File: src/sv/wdlbr_pkg.sv
// shared types, constants and permutation tables for the wav to dvd lpcm byte reorder
`timescale 1ns / 1ps

package wdlbr_pkg;

  localparam int ByteW    = 8;
  localparam int GroupMax = 12;
  localparam int IdxW     = $clog2(GroupMax + 1);

  typedef enum logic [1:0] {
    FMT_PASS     = 2'd0,
    FMT_16       = 2'd1,
    FMT_24_MONO  = 2'd2,
    FMT_24_MULTI = 2'd3
  } fmt_e;

  // one group handed from the collector to the emitter
  typedef struct packed {
    logic [IdxW-1:0] count;
    logic            unswapped;
    logic            stream_end;
  } load_t;

  function automatic logic [IdxW-1:0] group_size(fmt_e fmt);
    logic [IdxW-1:0] gsz;
    unique case (fmt)
      FMT_PASS:     gsz = IdxW'(1);
      FMT_16:       gsz = IdxW'(2);
      FMT_24_MONO:  gsz = IdxW'(6);
      FMT_24_MULTI: gsz = IdxW'(12);
      default:      gsz = IdxW'(1);
    endcase
    return gsz;
  endfunction

  // source position in the collected group for output position k
  function automatic logic [IdxW-1:0] perm_src(fmt_e fmt, logic [IdxW-1:0] k);
    logic [IdxW-1:0] src;
    src = '0;
    unique case (fmt)
      FMT_PASS: src = '0;
      FMT_16: begin
        if (k == IdxW'(0)) src = IdxW'(1);
        else               src = IdxW'(0);
      end
      FMT_24_MONO: begin
        unique case (k)
          IdxW'(0): src = IdxW'(2);
          IdxW'(1): src = IdxW'(1);
          IdxW'(2): src = IdxW'(5);
          IdxW'(3): src = IdxW'(4);
          IdxW'(4): src = IdxW'(0);
          IdxW'(5): src = IdxW'(3);
          default:  src = '0;
        endcase
      end
      FMT_24_MULTI: begin
        unique case (k)
          IdxW'(0):  src = IdxW'(2);
          IdxW'(1):  src = IdxW'(1);
          IdxW'(2):  src = IdxW'(5);
          IdxW'(3):  src = IdxW'(4);
          IdxW'(4):  src = IdxW'(8);
          IdxW'(5):  src = IdxW'(7);
          IdxW'(6):  src = IdxW'(11);
          IdxW'(7):  src = IdxW'(10);
          IdxW'(8):  src = IdxW'(0);
          IdxW'(9):  src = IdxW'(3);
          IdxW'(10): src = IdxW'(6);
          IdxW'(11): src = IdxW'(9);
          default:   src = '0;
        endcase
      end
      default: src = '0;
    endcase
    return src;
  endfunction

endpackage

File: src/sv/wav_to_dvd_lpcm_byte_reorder.sv
// top level: wav pcm to dvd lpcm byte reorder with group collector and result buffer
`timescale 1ns / 1ps
// the first byte of a group is valid in the cycle after the transfer that completes it
// throughput: one input byte and one output byte per cycle while out_stall_i is low; a group drains
//   while the next group collects, so the only input stall is a completing or stream-end byte
//   meeting a result buffer that is still draining
// reset: rst_ni low clears the format (pass-through) and the fill count, and empties the result buffer

module wav_to_dvd_lpcm_byte_reorder (
  input  logic                          clk_i,
  input  logic                          rst_ni,
  // configuration
  input  logic                          cfg_we_i,
  input  logic [1:0]                    cfg_wdata_i,
  // input channel
  input  logic                          in_valid_i,
  output logic                          in_stall_o,
  input  logic [wdlbr_pkg::ByteW-1:0]   in_byte_i,
  input  logic                          stream_end_i,
  // output channel
  output logic                          out_valid_o,
  input  logic                          out_stall_i,
  output logic [wdlbr_pkg::ByteW-1:0]   out_byte_o,
  output logic                          run_last_o,
  output logic                          stream_last_o,
  output logic                          unswapped_o
);

  // format register
  wdlbr_pkg::fmt_e                                       fmt_q;

  // collector: bytes of the group so far, last slot is never stored
  logic [wdlbr_pkg::IdxW-1:0]                            fill_q;
  logic [wdlbr_pkg::GroupMax-2:0][wdlbr_pkg::ByteW-1:0]  buf_q;

  logic [wdlbr_pkg::GroupMax-1:0][wdlbr_pkg::ByteW-1:0]  group;
  logic [wdlbr_pkg::GroupMax-1:0][wdlbr_pkg::ByteW-1:0]  load_bytes;
  logic [wdlbr_pkg::IdxW-1:0]                            gsz;
  logic [wdlbr_pkg::IdxW-1:0]                            fill_inc;
  logic                                                  completes;
  logic                                                  need_load;
  logic                                                  emit_free;
  logic                                                  in_xfer;
  wdlbr_pkg::load_t                                      load;

  assign gsz       = wdlbr_pkg::group_size(fmt_q);
  assign fill_inc  = wdlbr_pkg::IdxW'(fill_q + wdlbr_pkg::IdxW'(1));
  assign completes = (fill_inc == gsz);
  // a full group or a stream end both hand something to the result buffer
  assign need_load = completes || stream_end_i;
  assign in_stall_o = need_load && !emit_free;
  assign in_xfer    = in_valid_i && !in_stall_o;

  // the current byte sits at the fill position of the group view
  always_comb begin
    for (int k = 0; k < wdlbr_pkg::GroupMax - 1; k++) begin
      group[k] = (fill_q == wdlbr_pkg::IdxW'(k)) ? in_byte_i : buf_q[k];
    end
    group[wdlbr_pkg::GroupMax-1] = in_byte_i;
  end

  // full group goes out permuted, a trailing partial group in arrival order
  always_comb begin
    for (int k = 0; k < wdlbr_pkg::GroupMax; k++) begin
      if (completes) begin
        load_bytes[k] = group[wdlbr_pkg::perm_src(fmt_q, wdlbr_pkg::IdxW'(k))];
      end else begin
        load_bytes[k] = group[k];
      end
    end
    load.count      = completes ? gsz : fill_inc;
    load.unswapped  = !completes;
    load.stream_end = stream_end_i;
  end

  always_ff @(posedge clk_i or negedge rst_ni) begin
    if (!rst_ni) begin
      fmt_q  <= wdlbr_pkg::FMT_PASS;
      fill_q <= '0;
    end else if (cfg_we_i) begin
      // a format change drops any partial group
      fmt_q  <= wdlbr_pkg::fmt_e'(cfg_wdata_i);
      fill_q <= '0;
    end else if (in_xfer) begin
      if (need_load) begin
        fill_q <= '0;
      end else begin
        fill_q <= fill_inc;
      end
    end
  end

  always_ff @(posedge clk_i) begin
    for (int k = 0; k < wdlbr_pkg::GroupMax - 1; k++) begin
      if (in_xfer && !need_load && fill_q == wdlbr_pkg::IdxW'(k)) begin
        buf_q[k] <= in_byte_i;
      end
    end
  end

  wdlbr_emit u_emit (
    .clk_i         (clk_i),
    .rst_ni        (rst_ni),
    .load_valid_i  (in_xfer && need_load),
    .load_i        (load),
    .load_bytes_i  (load_bytes),
    .free_o        (emit_free),
    .out_valid_o   (out_valid_o),
    .out_stall_i   (out_stall_i),
    .out_byte_o    (out_byte_o),
    .run_last_o    (run_last_o),
    .stream_last_o (stream_last_o),
    .unswapped_o   (unswapped_o)
  );

endmodule

File: src/sv/wdlbr_emit.sv
// result buffer that holds one group (reordered, or partial in arrival order) and drains it a byte per transfer
`timescale 1ns / 1ps

module wdlbr_emit (
  input  logic                                            clk_i,
  input  logic                                            rst_ni,
  input  logic                                            load_valid_i,
  input  wdlbr_pkg::load_t                                load_i,
  input  logic [wdlbr_pkg::GroupMax-1:0][wdlbr_pkg::ByteW-1:0] load_bytes_i,
  output logic                                            free_o,
  output logic                                            out_valid_o,
  input  logic                                            out_stall_i,
  output logic [wdlbr_pkg::ByteW-1:0]                     out_byte_o,
  output logic                                            run_last_o,
  output logic                                            stream_last_o,
  output logic                                            unswapped_o
);

  logic                                                   busy_q;
  logic [wdlbr_pkg::IdxW-1:0]                             rd_idx_q;
  wdlbr_pkg::load_t                                       info_q;
  logic [wdlbr_pkg::GroupMax-1:0][wdlbr_pkg::ByteW-1:0]   data_q;
  logic                                                   last_byte;
  logic                                                   out_xfer;

  assign last_byte = (rd_idx_q == wdlbr_pkg::IdxW'(info_q.count - wdlbr_pkg::IdxW'(1)));
  assign out_xfer  = busy_q && !out_stall_i;
  assign free_o    = !busy_q || (out_xfer && last_byte);

  assign out_valid_o   = busy_q;
  assign out_byte_o    = data_q[rd_idx_q];
  assign run_last_o    = last_byte;
  assign stream_last_o = last_byte && info_q.stream_end;
  assign unswapped_o   = info_q.unswapped;

  always_ff @(posedge clk_i or negedge rst_ni) begin
    if (!rst_ni) begin
      busy_q   <= 1'b0;
      rd_idx_q <= '0;
      info_q   <= '0;
    end else if (load_valid_i) begin
      busy_q   <= 1'b1;
      rd_idx_q <= '0;
      info_q   <= load_i;
    end else if (out_xfer) begin
      if (last_byte) begin
        busy_q <= 1'b0;
      end else begin
        rd_idx_q <= wdlbr_pkg::IdxW'(rd_idx_q + wdlbr_pkg::IdxW'(1));
      end
    end
  end

  always_ff @(posedge clk_i) begin
    if (load_valid_i) begin
      data_q <= load_bytes_i;
    end
  end

endmodule

File: config.mk
export PLATFORM = sky130hd
export DESIGN_NAME = wav_to_dvd_lpcm_byte_reorder
export DESIGN_NICKNAME = d
export VERILOG_FILES = /design/src/sv/wdlbr_pkg.sv /design/src/sv/wav_to_dvd_lpcm_byte_reorder.sv /design/src/sv/wdlbr_emit.sv
export SDC_FILE = /design/constraint.sdc
export NUM_CORES = 1
export LEC_CHECK = 0
export ABC_AREA = 1
export BUFFER_PORTS_ARGS = -buffer_cell sky130_fd_sc_hd__buf_2
export CAP_MARGIN = 40
export CORE_MARGIN = 4
export CORE_UTILIZATION = 47
export DETAILED_ROUTE_END_ITERATION = 10
export GPL_TIMING_DRIVEN = 0
export MAX_ROUTING_LAYER = met4
export PLACE_DENSITY_LB_ADDON = 0.05
export SLEW_MARGIN = 20
export SYNTH_ARGS = -nofsm -noshare
export SYNTH_HDL_FRONTEND = slang
export SYNTH_HIERARCHICAL = 1
export SYNTH_SLANG_ARGS = --single-unit
File: constraint.sdc
create_clock -name clk_i -period 8.7 [get_ports clk_i]
set_input_delay 0.87 -clock clk_i [delete_from_list [all_inputs] [get_ports clk_i]]
set_output_delay 0.87 -clock clk_i [all_outputs]
set_load 0.01 [all_outputs]
# ---- Word level (Yosys, flattened, before mapping)
# Cells that the tools add are included.
dict set report totals {
  ff_bits 201
  input_bits 16
  out_inout_bits 13
  wordCells 183
}
dict set report classes {
  add_sub_neg 3
  n_lt_le_gt_ge 13
  n_eq_ne 16
  n_mux 84
  n_reduce_logical 37
}
# cell count
set op_table {}
lappend op_table {{$bmux 8 s4} 13}
lappend op_table {{$mux 8} 36}
lappend op_table {{$mux 4} 20}
lappend op_table {{$pmux 4 s2} 9}
lappend op_table {{$lt 4x5->1 const B} 13}
lappend op_table {{$pmux 4 s3} 2}
lappend op_table {{$logic_and 1x1->1} 18}
lappend op_table {{$eq 4x3->1 const B} 4}
lappend op_table {{$pmux 4 s4} 1}
lappend op_table {{$eq 4x4->1 const B} 3}
lappend op_table {{$add 4x1->4 const B} 2}
lappend op_table {{$eq 4x2->1 const B} 2}
lappend op_table {{$eq 4x4->1} 2}
lappend op_table {{$logic_not 1->1} 6}
lappend op_table {{$reduce_bool 2->1} 3}
lappend op_table {{$eq 2x2->1 const B} 2}
lappend op_table {{$eq 4x1->1 const B} 1}
lappend op_table {{$logic_not 4->1} 1}
lappend op_table {{$reduce_and 2->1} 2}
lappend op_table {{$reduce_or 2->1} 2}
lappend op_table {{$reduce_or 4->1} 1}
lappend op_table {{$sub 4x1->4 const B} 1}
lappend op_table {{$mux 1} 3}
lappend op_table {{$reduce_or 3->1} 1}
lappend op_table {{4 further kinds} 5}

# ---- Depth between registers and ports, before layout
# Gate-level depths: netlist of the first run.
dict set report depth {
  depth_word 11
  depth_mapped 17
  depth_no_buf 17
}

# ---- Hierarchy
# The synthesis of the first run kept the hierarchy.
# mod n_inst cells_each area_each_um2 seq_area_each_um2
set by_module_without_submodules {}
lappend by_module_without_submodules {wav_to_dvd_lpcm_byte_reorder 1 774 6028.3 2792.7}
lappend by_module_without_submodules {wdlbr_emit 1 359 4359.2 3158.0}

# ---- Worst setup path before layout of the first run
# No wires, ideal clock.
dict set report synth_timing {
  path_kind {flip-flop to flip-flop}
  start {reg fill_q[0] in the netlist's numbering}
  end {reg u_emit/rd_idx_q[1] in the netlist's numbering}
  setup_ps 121
  arrival_ps 4249
  path_slack_ps 4330
  path_stages_with_launch 16
  n_path_buf 0
  synth_period_minus_slack_ps 4370
  path_cell_list {dfrtp_1 inv_1 ha_1 inv_1 nand2_1 nand4_1 nor2_2 nand2_4 nand2_1 nand3_1 inv_1 inv_1 o21ai_0 nand2_2 nand2_1 nand2_1}
}
dict set report synth_via {
  elab_chain_len 9
  word_cells_on_any_way 11
}
# element line_no
set synth_lines {}
lappend synth_lines {{start: declaration} wav_to_dvd_lpcm_byte_reorder.sv:33} ;# logic [wdlbr_pkg::IdxW-1:0] fill_q;
lappend synth_lines {{start signal: assignment} wav_to_dvd_lpcm_byte_reorder.sv:88} ;# fill_q <= fill_inc;
lappend synth_lines {{$add 4x1->4 *} wav_to_dvd_lpcm_byte_reorder.sv:47} ;# assign fill_inc = wdlbr_pkg::IdxW'(fill_q + wdlbr_pkg::IdxW'(1));
lappend synth_lines {{$eq 4x4->1 *} wav_to_dvd_lpcm_byte_reorder.sv:48} ;# assign completes = (fill_inc == gsz);
lappend synth_lines {{$logic_or 1x1->1 *} wav_to_dvd_lpcm_byte_reorder.sv:50} ;# assign need_load = completes || stream_end_i;
lappend synth_lines {{$logic_and 1x1->1} wav_to_dvd_lpcm_byte_reorder.sv:51} ;# assign in_stall_o = need_load && !emit_free;
lappend synth_lines {{$logic_not 1->1} wav_to_dvd_lpcm_byte_reorder.sv:52} ;# assign in_xfer = in_valid_i && !in_stall_o;
lappend synth_lines {{$logic_and 1x1->1} wav_to_dvd_lpcm_byte_reorder.sv:52}
lappend synth_lines {{$logic_and 1x1->1 *} wav_to_dvd_lpcm_byte_reorder.sv:104} ;# .load_valid_i (in_xfer && need_load),
lappend synth_lines {{$ne 2x1->1 (no source line) / $reduce_bool 2->1 (equally long branches)} n/a}
lappend synth_lines {{$reduce_and 2->1 (no source line)} n/a}
lappend synth_lines {{end signal: assignment} wdlbr_emit.sv:49} ;# rd_idx_q <= wdlbr_pkg::IdxW'(rd_idx_q + wdlbr_pkg::IdxW'(1));
lappend synth_lines {{end: declaration} wdlbr_emit.sv:20} ;# logic [wdlbr_pkg::IdxW-1:0] rd_idx_q;
# Mark *: on every way between the ends. The rest lies on a longest branch, timed or not.
# A chain may end at the register's enable or synchronous reset.

# ---- Worst setup path after layout of the first run
dict set report layout_timing {
  start {reg fill_q[0] in the netlist's numbering}
  end {out in_stall_o}
}
dict set report layout_via {
  elab_chain_len 4
}
# element line_no
set layout_lines {}
lappend layout_lines {{$add 4x1->4} wav_to_dvd_lpcm_byte_reorder.sv:47}
lappend layout_lines {{$eq 4x4->1} wav_to_dvd_lpcm_byte_reorder.sv:48}
lappend layout_lines {{$logic_or 1x1->1} wav_to_dvd_lpcm_byte_reorder.sv:50}
lappend layout_lines {{$logic_and 1x1->1} wav_to_dvd_lpcm_byte_reorder.sv:51}
lappend layout_lines {{end: declaration} wav_to_dvd_lpcm_byte_reorder.sv:17} ;# output logic in_stall_o,
# Every way passes these cells.

==> qor.txt, run 1 <==
Slowest-stage cell, CP = dfrtp_1
CTS H-tree lvls = 1
max-cap viol count = 0
Max stage delay on crit path = 0.50 ns
share of the synthesized area in the top cell type = 53.2%
status = finished clean
fin. max-slew vios = 0
setup bufs post-CTS = 0
layout cell share with drive strength beyond 1 = 10.9%
Avg WL per Cell = 23.2 um
Synth Cell Area = 10400 sq um
TritonCTS buffer count = 24
die area = 24500 sq um
Worst-path clk slew = 0.06 ns
initial core utilization = 47.7%
largest family of logic cells by synthesized area = simple AND/OR/NAND/NOR gates
# clock sinks = 201
vias in the first global route = 7616
drt drc = 0
hpwl dp = 26.0 mm
worst skew pair latency = 0.51 ns
top-count cell post-synth = nand2_1
main flop type after synthesis = edfxtp_1
Area growth syn-to-layout = 12.2%
Core ar. = 21800 sq um
Worst setup SP type = register
vias per inst = 5.72
final clock skew = 0.0112 ns
Layout Nets = 1215
CP Data Arrival Time = 2.42 ns
Post-Synth Adder-Cell Area = 1.32%
DIE WIDTH = 157 um
syn_nets = 1160
compound-cell area share of the yosys netlist = 17.2%
Die Height = 157 um
fillers = 2082
setup slack after layout = 5.41 ns
XOR/XNOR Fraction of Synth Area = 0.253%
Setup violations, final = 0
I/O pins = 29
worst vdd ir = 0.171 mV
total grt overflow = 0
cts hold-fix bufs = 0
Synth Area per Inst = 9.17 sq um
Util after Layout = 53.6%
Slew @ Worst Pin = 0.843 ns
critical path peak fanout = 8
vias = 8509
RSZ-0062 raised after global routing = false
Post-Syn Instances = 1133
Total Routing Usage GR = 29.0%
Syn. warnings = 6
Setup TNS = 0 ns
ys async rst share = 8.46%
Worst setup EP type = output pin
crit path time final = 3.29 ns
Slew headroom = 43.4%
Post-Synth Simple-Gate Area = 18.0%
top post-synthesis cells by area = edfxtp_1 53%, nand2_1 9.7%, o21ai_0 7.4%
CTS tree = built
Clock Path Buffers = 3
Hold Path Class = in2async
Final period util = 37.9%
PortBufs = 28
Site Rows = 54
WS Path Type = reg2out
Final Wtd Congestion = 1.01
critical-path cell list = inv_1 -> ha_1 -> inv_1 -> nand2_1 -> nand4_1 -> nor2_2 -> nand2_4 -> nand2_1 -> nand2_1 -> inv_1 -> buf_2
Placement Setup Slack = 5.49 ns
root buf cell = clkbuf_16
post-cts sizing count = 0
ANT nets after route = 0
global-route wire length before repair = 50.4 mm
drt total wl = 34.5 mm
Yosys top cell by area = edfxtp_1
power per cell area = 262 nW/um^2
Req. time, crit path = 7.83 ns
initial DRC count = 862
sequential fraction of the synthesis area = 57.3%
Post-synth top cells = 268 x nand2_1, 184 x edfxtp_1, 153 x o21ai_0
flops & latches, synth = 201
proportion of synthesized area in mux cells = 0%
initial antenna violation count = 1
Synth cell types = 32
largest net degree at the start of global routing = 63
1st-pass router iterations = 5
Final Hold Vio Count = 0
maximum clock frequency = 304 MHz
number of synthesized flops with an enable pin = 184
Pleak = 4.37 nW
worst max-delay path: cells and delay by family, from the launching register on:
kind                       cells  cell delay [ns]
and+or+nand+nor                6             0.59
DFF                            1             0.50
adders and majority gates      1             0.43
buffers and inverters          4             0.41
placed cells by master (no fill, tap or decap), types with 8 or more instances in the layout:
| master | synthesis | routed |
|---|---|---|
| a21oi_1 | 48 | 48 |
| buf_2 | 18 | 46 |
| buf_4 | 8 | 8 |
| buf_6 | 13 | 13 |
| clkbuf_1 | 28 | 32 |
| clkbuf_16 | 0 | 25 |
| dfrtp_1 | 17 | 17 |
| edfxtp_1 | 184 | 184 |
| ha_1 | 11 | 11 |
| inv_1 | 48 | 47 |
| nand2_1 | 268 | 268 |
| nand3_1 | 32 | 32 |
| nor2_1 | 138 | 138 |
| o211ai_1 | 31 | 31 |
| o21a_1 | 8 | 8 |
| o21ai_0 | 153 | 153 |
| o21ai_1 | 71 | 71 |
| o22ai_1 | 9 | 9 |
kinds of logic after synthesis:
family	after synthesis
buf+inv	125
simple gates	463
fa+ha+maj	11
xor+xnor	3
flops	201
compound gates	330
area by class of cell:
class	instances	area (sq um)	area share [%]
inverters	55	214	1.84
well taps	280	350	3.01
multi-input cells	807	3810	32.7
diodes	1	2.50	0.0215
clock buffers	29	641	5.50
flip-flops and latches	201	5950	51.1
plain buffers	70	414	3.55
repair buffers	29	168	1.44
clock inverters	15	100	0.859
flip-flops by register name, summed over array words and instances, names as in the netlist:
signal and cells:
buf_q 88, fill_q 4, fmt_q 2, u_emit/data_q 96
u_emit/info_q 5, u_emit/out_valid_o 1, u_emit/rd_idx_q 4, u_emit/unswapped_o 1
metrics by stage:
stage | area [sq um] | power (mW) | hold slack (ns) | instances
CTS | 11700 | 3.07 | 0.293 | 1486
floorplan | 10400 | 1.80 | 0.491 | 1133
global route | 11700 | 3.21 | 0.324 | 1487
global placement | 10900 | 2.14 | 0.471 | 1441
finish | 11700 | 3.06 | 0.290 | 1487
detailed placement | 10900 | 2.15 | 0.484 | 1442
layer usage:
metal / global-route usage, % / vias to the layer above / routed length (um)
met5: - / - / 0
met4: 6.20 / 0 / 888
met3: 3.84 / 55 / 2560
met2: 41.9 / 348 / 15000
met1: 44.1 / 4061 / 16100
li1: - / 4045 / -
worst paths after layout:
| path | start | end | slack [ns] | cells past startpoint |
|---|---|---|---|---|
| setup / recovery | fill_q[0]$_DFFE_PN0P_ | in_stall_o | 5.41 | 11 |
| hold / removal | rst_ni | fill_q[0]$_DFFE_PN0P_ | 0.29 | 1 |
| setup reg to reg | fill_q[0]$_DFFE_PN0P_ | u_emit/rd_idx_q[1]$_DFFE_PN0P_ | 5.47 | 16 |
| hold reg to reg | u_emit/unswapped_o$_DFFE_PN0P_ | u_emit/unswapped_o$_DFFE_PN0P_ | 0.51 | 2 |
| max in group asynchronous | rst_ni | u_emit/rd_idx_q[0]$_DFFE_PN0P_ | 8.10 | 1 |
| min in group clk_i | u_emit/unswapped_o$_DFFE_PN0P_ | u_emit/unswapped_o$_DFFE_PN0P_ | 0.51 | 2 |
where the power goes:
part / switching [mW] / total, mW / internal [mW]
registers: 0.0320 / 1.20 / 1.17
logic: 0.650 / 0.928 / 0.278
clock network: 0.373 / 0.926 / 0.552
total: 1.06 / 3.06 / 2.00
Power figures use the tool's default switching activity.
==> run 2: changes to the inputs <==
--- a/config.mk
+++ b/config.mk
@@ -5,7 +5,7 @@
 export SDC_FILE = /design/constraint.sdc
 export NUM_CORES = 1
 export LEC_CHECK = 0
-export ABC_AREA = 1
+export ABC_AREA = 0
 export BUFFER_PORTS_ARGS = -buffer_cell sky130_fd_sc_hd__buf_2
 export CAP_MARGIN = 40
 export CORE_MARGIN = 4
==> constraint.sdc (replaced) <==
create_clock -name clk_i -period 2.74 [get_ports clk_i]
set_input_delay 0.274 -clock clk_i [delete_from_list [all_inputs] [get_ports clk_i]]
set_output_delay 0.274 -clock clk_i [all_outputs]
set_load 0.01 [all_outputs]
==> qor.txt, run 2 <==
fin. max-slew vios = 0 (unchanged)
hpwl dp = 25.7 mm (-1.2%)
commonest non-fill, non-tap cells in the layout = 184 x edfxtp_1, 86 x mux2i_1, 56 x nand2_1
Util after Layout = 57.1% (+3.6 points)
vias per inst = 6.21 (+8.6%)
Slew @ Worst Pin = 0.814 ns (-0.0291 ns)
Worst setup SP type = register
critical path peak fanout = 10 (+2)
main flop type after synthesis = edfxtp_1
initial DRC count = 679 (-21%)
Layout Nets = 922 (-24%)
commonest non-fill, non-tap cell in the layout = edfxtp_1
Clock power frac = 29.5% (-0.8 points)
Synth Area per Inst = 12.9 sq um (+40%)
Worst setup EP type = register
PortBufs = 27 (-3.6%)
Crit. Startpoint = fill_q[2]$_DFFE_PN0P_
crit path time final = 2.70 ns
largest registers = u_emit/data_q (96), buf_q (88), u_emit/info_q (5)
CTS tree = built
top-count cell post-synth = edfxtp_1
Post-Syn Instances = 809 (-29%)
1st-pass router iterations = 7 (+2)
syn_nets = 836 (-28%)
vias in the first global route = 6995 (-8.2%)
Pleak = 4.67 nW (+6.8%)
vias = 7392 (-13%)
largest net degree at the start of global routing = 31 (-51%)
Biggest register = u_emit/data_q
flop2flop setup slack = 0.04 ns (-5.43 ns)
switching share of power = 31.5% (-3.0 points)
RSZ-0062 raised after global routing = true
global-route wire length before repair = 48.8 mm (-3.2%)
CTS H-tree lvls = 1 (unchanged)
TritonCTS buffer count = 22 (-8.3%)
ys async rst share = 8.46% (unchanged)
root buf cell = clkbuf_16
layout cell share with drive strength beyond 1 = 26.8% (+16 points)
Total Routing Usage GR = 28.6% (-0.44 points)
max reg flops = 96 (unchanged)
worst skew pair latency = 0.51 ns (about the same)
DIE WIDTH = 157 um (about the same)
Final Wtd Congestion = 0.992 (-1.4%)
Sequential Power Share = 37.9% (-1.5 points)
total grt overflow = 0 (unchanged)
Clock Path Buffers = 3 (unchanged)
Setup TNS = 0 ns (unchanged)
power per cell area = 817 nW/um^2 (+210%)
initial antenna violation count = 1 (unchanged)
Synth cell types = 52 (+63%)
Avg WL per Cell = 28.9 um (+25%)
maximum clock frequency = 371 MHz
Yosys top cell by area = edfxtp_1
# clock sinks = 201 (unchanged)
WS Path Type = reg2reg
Switching Power = 3.21 mW (+200%)
Synth Cell Area = 10400 sq um (+0.11%)
sequential fraction of the synthesis area = 57.2% (-0.062 points)
path depth of the worst reg2reg path = 7 (-9)
top post-synthesis cells by area = edfxtp_1 53%, mux2i_1 9.7%, mux4_2 5.2%
Area growth syn-to-layout = 19.9%
fillers = 1828 (-12%)
Final Hold Vio Count = 0 (unchanged)
status = finished clean
worst vdd ir = 0.526 mV (+210%)
drt drc = 0 (unchanged)
Req. time, crit path = 2.95 ns (-4.88 ns)
Power Internal = 6.98 mW (+250%)
WHS = 0.0674 ns (-0.223 ns)
Syn. warnings = 6 (unchanged)
drt total wl = 34.4 mm (-0.26%)
number of synthesized flops with an enable pin = 184 (unchanged)
Worst-path clk slew = 0.06 ns (about the same)
max-cap viol count = 0 (unchanged)
I/O pins = 29 (unchanged)
Slew headroom = 45.8% (+2.3 points)
share of the synthesized area in the top cell type = 53.1% (-0.058 points)
initial core utilization = 47.6% (-0.096 points)
flops & latches, synth = 201 (unchanged)
Power, Total = 10.2 mW (+230%)
Comb pwr share = 32.6% (+2.2 points)
cell count after placement = 1126 (-22%)
die area = 24600 sq um (+0.10%)
final clock skew = 0.0144 ns (+0.00322 ns)
Die Height = 157 um (about the same)
ANT nets after route = 0 (unchanged)
CP Data Arrival Time = 2.91 ns (+0.49 ns)
Finished Layout Cells = 1190 (-20%)
worst r2r dst = u_emit/data_q[1]$_DFFE_PP_
Hold Path Class = in2reg
Final period util = 98.5%
worst r2r src = fill_q[2]$_DFFE_PN0P_
Setup violations, final = 0 (unchanged)
CP endpoint = u_emit/data_q[1]$_DFFE_PP_
Post-synth top cells = 184 x edfxtp_1, 101 x mux2i_1, 58 x nand2_1
Core ar. = 21800 sq um (+0.31%)
Site Rows = 54 (unchanged)
==> run 2: metrics by stage <==
stage / setup slack [ns] / instance area (sq um)
floorplan: -1.14 / 10500
global placement: -2.14 / 11000
detailed placement: -0.872 / 11100
CTS: 0.00291 / 12200
global route: -0.0497 / 12500
finish: 0.0423 / 12500
==> run 2: how the worst min path moves through the flow <==
stage / slack, ns / cells past startpoint / from / end
after floorplan: -0.02 / 0 / rst_ni / fill_q[0]$_DFFE_PN0P_
after global placement: 0.22 / 1 / rst_ni / fill_q[1]$_DFFE_PN0P_
after detailed placement: 0.24 / 1 / rst_ni / fill_q[1]$_DFFE_PN0P_
after CTS: 0.05 / 2 / stream_end_i / u_emit/info_q[0]$_DFFE_PN0P_
after global routing: 0.07 / 2 / stream_end_i / u_emit/info_q[0]$_DFFE_PN0P_
final: 0.07 / 3 / out_stall_i / u_emit/out_valid_o$_DFFE_PN0P_
==> run 2: repair_timing <==
action / 4_1_cts / 5_1_grt
setup buffers: 10 / 15
gates cloned: 1 / 2
endpoints found under the setup margin: 299 / 223
hold buffers: 3 / 0
resized for setup: 56 / 40
endpoints found under the hold margin: 19 / 0
pin swaps: 6 / 11
==> run 2: worst max-delay path, cell delays in order (launching register included) <==
cell	delay, ns
dfrtp_1	0.52
clkbuf_1	0.27
nor3b_1	0.23
clkbuf_4	0.31
mux2i_4	0.45
inv_1	0.08
a221oi_1	0.32
o22ai_1	0.22
==> run 2: area by class of cell <==
type                    count  area, sq um  area share [%]
well taps                 280          350            2.81
clock inverters            14          154            1.23
inverters                  27          101           0.813
flip-flops and latches    201         5950            47.8
multi-input cells         518         4510            36.2
plain buffers              59          317            2.54
diodes                      1         2.50          0.0201
clock buffers              24          579            4.65
repair buffers             66          500            4.01
==> run 2: layer usage <==
layer	global-route usage, %	wire length, um
met5	-	0
met4	5.33	973
met3	5.48	2820
met2	40.6	14800
met1	43.5	15800
==> run 2: power by group through the flow <==
stage / logic [mW] / clock network, mW / registers (mW)
after global placement: 2.92 / 0 / 3.91
final: 3.32 / 3.01 / 3.86
after CTS: 3.16 / 3.04 / 3.86
after detailed placement: 3.02 / 0 / 3.92
after floorplan: 2.06 / 0 / 3.89
after global routing: 3.54 / 3.19 / 3.89
==> run 2: cells by family (layout without fill, tap and decap cells) <==
kind of cell               Yosys count  in the layout  synth area share (%)
AOI/OAI and AO/OA                  203            203                  13.1
xor gates and xnor gates            15             15                  1.41
adders and majority gates           11             11                  1.32
buffers and inverters               90            190                  3.40
DFF                                201            201                  57.2
muxes                              145            145                  17.2
other                                0              1                     0
and+or+nand+nor                    144            144                  6.38
